--- src/assert_macros.svh ---
// Concurrent assertion helpers for the overdrive pipeline.
// Both macros expect clk_i and rst_ni to be visible where they are used.
`ifndef ASSERT_MACROS_SVH
`define ASSERT_MACROS_SVH

// Property must hold at every clock edge out of reset.
`define SCOM_ASSERT(lbl, prop, msg) \
  lbl: assert property (@(posedge clk_i) disable iff (!rst_ni) (prop)) else $error(msg);

// Condition must never be true at a clock edge out of reset.
`define SCOM_NEVER(lbl, cond, msg) \
  lbl: assert property (@(posedge clk_i) disable iff (!rst_ni) !(cond)) else $error(msg);

`endif

--- src/scom_pkg.sv ---
`default_nettype none

package scom_pkg;

  localparam int unsigned SampleBits = 24;
  localparam int unsigned FracBits   = SampleBits - 1;

  localparam int unsigned DepthBits   = 7;
  localparam int unsigned GainBits    = 8;
  localparam int unsigned CfgDataBits = 8;

  localparam logic [DepthBits-1:0] DepthReset = 7'd50;
  localparam logic [GainBits-1:0]  GainReset  = 8'd100;

  typedef enum logic {
    CfgDepth = 1'b0,
    CfgGain  = 1'b1
  } cfg_reg_e;

  // Pipeline depth: shaper stages, then mix/gain/round stages
  localparam int unsigned ShapeStages = 4;
  localparam int unsigned MixStages   = 6;
  localparam int unsigned Stages      = ShapeStages + MixStages;

  // Shaped value d spans [-2^F, 2^F]
  localparam int unsigned ShapeBits = SampleBits + 1;
  // 100*x + d*depth, |t| <= 227 * 2^F
  localparam int unsigned TermBits  = SampleBits + 9;
  // t * gain
  localparam int unsigned ProdBits  = SampleBits + 17;
  // (|prod| + 5000) / 16 when not saturated, < 625 * 2^F
  localparam int unsigned NumBits   = SampleBits + 9;
  localparam int unsigned NumLoBits = NumBits / 2;
  localparam int unsigned NumHiBits = NumBits - NumLoBits;

  // floor(2^(SampleBits+1) / 3): quotient off by at most one for the shaper numerator
  localparam logic [SampleBits-1:0] Recip3 =
    SampleBits'((64'd1 << (SampleBits + 1)) / 64'd3);
  // floor(2^NumBits / 625): quotient off by at most one for the rounded output
  localparam logic [SampleBits-1:0] Recip625 =
    SampleBits'((64'd1 << NumBits) / 64'd625);

  localparam logic [ProdBits-1:0] RoundHalf = ProdBits'(5000);
  localparam logic [ProdBits-1:0] SatLimit  = ProdBits'(64'd10000 << FracBits);
  localparam logic [NumBits-1:0]  Div625    = NumBits'(625);

  localparam logic signed [SampleBits-1:0] SampMax = {1'b0, {FracBits{1'b1}}};
  localparam logic signed [SampleBits-1:0] SampMin = {1'b1, {FracBits{1'b0}}};

  typedef struct packed {
    logic signed [SampleBits-1:0] sample_in;
    logic                         silent;
    logic                         block_end;
  } scom_in_t;

  typedef struct packed {
    logic signed [SampleBits-1:0] sample_out;
    logic                         block_end_out;
  } scom_out_t;

endpackage

`default_nettype wire

--- src/scom_shaper.sv ---
`default_nettype none

module scom_shaper (
  input  logic                                  clk_i,
  input  logic [scom_pkg::ShapeStages-1:0]      en_i,
  input  logic signed [scom_pkg::SampleBits-1:0] sample_i,
  input  logic                                  blk_i,
  output logic signed [scom_pkg::SampleBits-1:0] x_o,
  output logic signed [scom_pkg::ShapeBits-1:0]  d_o,
  output logic                                  blk_o
);
  import scom_pkg::*;

  localparam int unsigned SB = SampleBits;

  localparam logic [SB+1:0] OneU = {3'b001, {FracBits{1'b0}}};
  localparam logic [SB+1:0] TwoU = {3'b010, {FracBits{1'b0}}};
  localparam logic [2*SB-1:0] Three2F = {2'b11, {(2*FracBits){1'b0}}};
  localparam logic signed [ShapeBits-1:0] OneS = {2'b01, {FracBits{1'b0}}};

  // stage 1: magnitude, 3|x|, region, distance from 2/3
  logic [SB-1:0]   abs1;
  logic [SB+1:0]   u1, v1_full;
  logic            lin1_d, sat1_d;
  logic signed [SB-1:0] x1_q;
  logic            blk1_q, lin1_q, sat1_q;
  logic [SB-1:0]   v1_q;

  always_comb begin
    abs1    = sample_i[SB-1] ? (~sample_i + 1'b1) : sample_i;
    u1      = {2'b00, abs1} + {1'b0, abs1, 1'b0};
    lin1_d  = u1 < OneU;
    sat1_d  = u1 > TwoU;
    v1_full = TwoU - u1;
  end

  always_ff @(posedge clk_i) begin
    if (en_i[0]) begin
      x1_q   <= sample_i;
      blk1_q <= blk_i;
      lin1_q <= lin1_d;
      sat1_q <= sat1_d;
      v1_q   <= v1_full[SB-1:0];
    end
  end

  // stage 2: square of the distance
  logic [2*SB-1:0] vsq2_d, vsq2_q;
  logic signed [SB-1:0] x2_q;
  logic            blk2_q, lin2_q, sat2_q;

  assign vsq2_d = v1_q * v1_q;

  always_ff @(posedge clk_i) begin
    if (en_i[1]) begin
      vsq2_q <= vsq2_d;
      x2_q   <= x1_q;
      blk2_q <= blk1_q;
      lin2_q <= lin1_q;
      sat2_q <= sat1_q;
    end
  end

  // stage 3: numerator over 2^F, estimate quotient by 3
  logic [2*SB-1:0] num3;
  logic [SB:0]     n3_d, n3_q;
  logic [2*SB:0]   p3;
  logic [SB-1:0]   q3_q;
  logic signed [SB-1:0] x3_q;
  logic            blk3_q, lin3_q, sat3_q;

  always_comb begin
    num3 = Three2F - vsq2_q;
    n3_d = num3[2*SB-1:FracBits];
    p3   = n3_d * Recip3;
  end

  always_ff @(posedge clk_i) begin
    if (en_i[2]) begin
      n3_q   <= n3_d;
      q3_q   <= p3[2*SB:SB+1];
      x3_q   <= x2_q;
      blk3_q <= blk2_q;
      lin3_q <= lin2_q;
      sat3_q <= sat2_q;
    end
  end

  // stage 4: correct quotient, select region and sign
  logic [SB+1:0]   r4;
  logic [SB-1:0]   mag4;
  logic signed [ShapeBits-1:0] magS4, d4;
  logic            neg4;
  logic signed [SB-1:0] x4_q;
  logic signed [ShapeBits-1:0] d4_q;
  logic            blk4_q;

  always_comb begin
    r4    = {1'b0, n3_q} - ({2'b00, q3_q} + {1'b0, q3_q, 1'b0});
    mag4  = (r4 >= (SB + 2)'(3)) ? (q3_q + 1'b1) : q3_q;
    magS4 = signed'({1'b0, mag4});
    neg4  = x3_q[SB-1];
    if (lin3_q) begin
      d4 = signed'({x3_q, 1'b0});
    end else if (sat3_q) begin
      d4 = neg4 ? -OneS : OneS;
    end else begin
      d4 = neg4 ? -magS4 : magS4;
    end
  end

  always_ff @(posedge clk_i) begin
    if (en_i[3]) begin
      x4_q   <= x3_q;
      d4_q   <= d4;
      blk4_q <= blk3_q;
    end
  end

  assign x_o   = x4_q;
  assign d_o   = d4_q;
  assign blk_o = blk4_q;

endmodule

`default_nettype wire

--- config.mk ---
export PLATFORM = sky130hd
export DESIGN_NAME = scom_shaper
export DESIGN_NICKNAME = d
export VERILOG_FILES = /design/src/assert_macros.svh /design/src/scom_pkg.sv /design/src/scom_shaper.sv
export SDC_FILE = /design/constraint.sdc
export NUM_CORES = 2
export LEC_CHECK = 0
export ABC_AREA = 0
export BUFFER_PORTS_ARGS = -buffer_cell sky130_fd_sc_hd__buf_2
export CAP_MARGIN = 20
export CORE_UTILIZATION = 55
export CTS_BUF_LIST = sky130_fd_sc_hd__clkbuf_4
export DETAILED_ROUTE_END_ITERATION = 10
export PLACE_DENSITY = 0.71
export SYNTH_ARGS = -nofsm -noshare
export SYNTH_HDL_FRONTEND = slang
export SYNTH_SLANG_ARGS = --single-unit
--- constraint.sdc ---
create_clock -name clk_i -period 14.5 [get_ports clk_i]
set_input_delay 0.725 -clock clk_i [delete_from_list [all_inputs] [get_ports clk_i]]
set_output_delay 0.725 -clock clk_i [all_outputs]
set_load 0.01 [all_outputs]
==> insert_results.sql <==
INSERT INTO impl_metrics (metric_group, metric, value, unit) VALUES
('hold_path', 'hold_path.startpoint', 'blk_i', ''),
('layout', 'design_area', '41500', 'um2'),
('routing', 'detail_route.wl_per_cell', '18.7', 'um'),
('synth', 'synth_top_area_share', '0.331', ''),
('hold_path', 'min_path_type', 'input port to flip-flop', ''),
('critical_path', 'regToRegStartpoint', 'vsq2_q[14]', ''),
('timing', 'max_freq', '0.0906', 'GHz'),
('global_routing', 'grt_start_max_net_pins', '74', ''),
('synth', 'syn-num-nets', '4967', ''),
('synth', 'share_of_cell_area_taken_by_muxes_after_synthesis', '0.00291', ''),
('critical_path', 'r2r_slack', '3.47', 'ns'),
('floorplanning', 'placeableCoreArea', '70300', 'um2'),
('timing', 'tns', '0', 'ns'),
('layout', 'area.growth.synth_to_final', '5.96', '%'),
('floorplanning', 'chipHeight', '269', 'um'),
('global_routing', 'overall_track_demand_over_capacity_in_global_routing', '0.260', ''),
('floorplanning', 'floorplan.die_area', '72300', 'um2'),
('clocking', 'cts_tree', 'yes', ''),
('global_routing', 'first_global_vias', '27200', ''),
('critical_path', 'critPathMostFrequentCell', 'fa_1', ''),
('critical_path', 'cp-end-kind', 'flip-flop', ''),
('synth', 'post_synthesis_instance_area', '39200', 'um2'),
('timing', 'hold_violations', '0', ''),
('synth', 'synth-compound-area-share', '0.0747', ''),
('synth', 'yosys.area_share.xor_xnor', '0.0474', ''),
('critical_path', 'critical_path.startpoint', 'vsq2_q[14]', ''),
('layout', 'finish.net_count', '5058', ''),
('status', 'status', 'completed', ''),
('routing', 'postRouteWirelength', '91.3', 'mm'),
('clocking', 'cts_num_sinks', '249', ''),
('timing', 'share_of_the_cycle_needed_by_the_critical_path_after_routing', '0.761', ''),
('synth', 'post_synth.cell_area_avg', '10.3', 'um2'),
('clocking', 'hold_buffers', '0', ''),
('synth', 'postSynthRegisterBits', '249', ''),
('placed_design', 'gp_congestion', '0.987', ''),
('critical_path', 'cp.arrival', '11.60', 'ns'),
('clocking', 'postCtsSetupBuffers', '0', ''),
('critical_path', 'setup.worst_path.end', 'q3_q[23]', ''),
('floorplanning', 'floorplan.die.width', '269', 'um'),
('clocking', 'path_clk_slew', '0.08', 'ns'),
('timing', 'worst_slew_pin_slew', '1.14', 'ns'),
('synth', 'synth_seq_area_share', '0.191', ''),
('clocking', 'clock_tree.htree_level_count', '2', ''),
('synth', 'number_of_enable_type_register_cells_in_the_synthesized_netlist', '249', ''),
('routing', 'drtAntennaViolNets', '0', ''),
('routing', 'initialDrtViolationCount', '1717', ''),
('routing', 'detail_route.drc_violations', '0', ''),
('synth', 'top_ff_cell_synth', 'edfxtp_1', ''),
('synth', 'async_reset_ff_frac', '0', ''),
('critical_path', 'crit_path_start_kind', 'flip-flop', ''),
('clocking', 'postCtsResizedCells', '0', ''),
('placed_design', 'dp.final_hpwl', '76.1', 'mm'),
('critical_path', 'slowest_delay', '0.66', 'ns'),
('placed_design', 'placed_cell_area', '40600', 'um2'),
('clocking', 'cts_inserted_buffers', '59', ''),
('routing', 'drt-pass1-iter-count', '6', ''),
('timing', 'finalSetupViolations', '0', ''),
('floorplanning', 'ioPinCount', '80', ''),
('clocking', 'clockBufferDepth', '3', ''),
('run', 'max-cap-violations', '0', ''),
('timing', 'worst_clk_skew', '0.0335', 'ns'),
('clocking', 'clock_root_buffer_master', 'clkbuf_4', ''),
('critical_path', 'worstReg2RegEnd', 'q3_q[23]', ''),
('layout', 'drive_gt1_frac', '0.0593', ''),
('floorplanning', 'start_util', '0.557', ''),
('timing', 'layout_min_cycle_time', '11.03', 'ns'),
('global_routing', 'grt_overflow', '0', ''),
('timing', 'slew_hr', '0.233', ''),
('synth', 'synth_cell_type_count', '84', ''),
('synth', 'synthAdderAreaFrac', '0.484', ''),
('timing', 'grt_setup_unrepaired', 'false', '');
## flip-flops by register name, indices dropped and copies added (netlist names), 23 cells and up
signal and cells:
vsq2_q 47, d_o 25, n3_q 25, q3_q 24, x1_q 24, x3_q 24, x_o 24, v1_q 23
x2_q 23
## area by class of cell
| type | count | share of cell area |
|---|---|---|
| diodes | 1 | 0.0000603 |
| clock buffers | 77 | 0.0139 |
| clock inverters | 31 | 0.00540 |
| inverters | 907 | 0.0820 |
| multi-input cells | 2574 | 0.674 |
| flip-flops and latches | 249 | 0.180 |
| well taps | 940 | 0.0283 |
| repair buffers | 111 | 0.0163 |
## synth_stat cells, types with 10 or more instances
cell type,count
a21o_1,38
edfxtp_1,249
a21oi_1,117
or2_2,12
xnor2_1,155
fa_1,648
clkbuf_1,68
o21ai_0,75
or4_1,11
nor2b_1,18
nand3_1,53
or3_1,25
a31oi_1,14
nand4_1,14
o211ai_1,12
nor4_1,21
and3_1,19
ha_1,478
nand2_1,202
inv_1,907
and2_1,179
o31ai_1,18
nor3_1,41
a211oi_1,22
xor2_1,57
o21bai_1,10
nor2_1,132
o21a_1,31
nand2b_1,19
## per-stage QoR
| stage | hold WS (ns) | util | worst slack (ns) | std cells |
|---|---|---|---|---|
| after global placement | 0.401 | 0.578 | 3.54 | 4778 |
| after detailed placement | 0.405 | 0.578 | 3.39 | 4778 |
| after CTS | 0.0418 | 0.590 | 3.37 | 4886 |
| after global routing | 0.0668 | 0.591 | 2.70 | 4890 |
| after floorplan | 0.400 | - | 4.47 | 3811 |
| final | 0.110 | 0.591 | 3.47 | 4890 |
## worst min-delay path by stage
stage / cells past startpoint / slack [ns] / endpoint
after floorplan: 0 / 0.40 / blk2_q
after global placement: 0 / 0.40 / x2_q[22]
after detailed placement: 0 / 0.40 / x2_q[18]
after CTS: 1 / 0.04 / blk1_q
after global routing: 1 / 0.07 / blk1_q
final: 1 / 0.11 / blk1_q
## layout by cell type (no fill, tap or decap), types with 21 or more instances in the layout
master,netlist,routed
a211oi_1,22,22
a21o_1,38,38
a21oi_1,117,117
and2_1,179,179
buf_2,7,77
buf_4,1,31
clkbuf_4,0,77
edfxtp_1,249,249
fa_1,648,648
ha_1,478,478
inv_1,907,907
nand2_1,202,202
nand3_1,53,53
nor2_1,132,132
nor3_1,41,41
nor4_1,21,21
o21a_1,31,31
o21ai_0,75,75
or3_1,25,25
xnor2_1,155,155
xor2_1,57,57
## critical path: cells and delay by family, from the launching register on
family          cells  cell delay [ns]
compound gates      9             1.99
buf+inv             4             0.24
fa+ha+maj           8             3.51
flops               1             0.37
xor+xnor            2             0.52
simple gates       13             4.16
## logic make-up after synthesis
kind of cell / count (synthesis)
multiplexers: 11
adder cells (fa/ha/maj): 1126
AND/OR/NAND/NOR: 788
XOR/XNOR: 212
buffers and inverters: 988
flip-flops: 249
AO/OA/AOI/OAI: 437
## metal layers
layer | up-vias | routed length (um) | GRT usage
met4 | 2 | 3390 | 0.0921
met3 | 186 | 5390 | 0.0278
met5 | - | 13 | 0
met1 | 13000 | 39200 | 0.356
li1 | 12500 | - | -
met2 | 784 | 43400 | 0.431
Power is left out: the tool's default activity adds up to more than one toggle a clock period on the data nets, which glitch-free logic cannot reach.
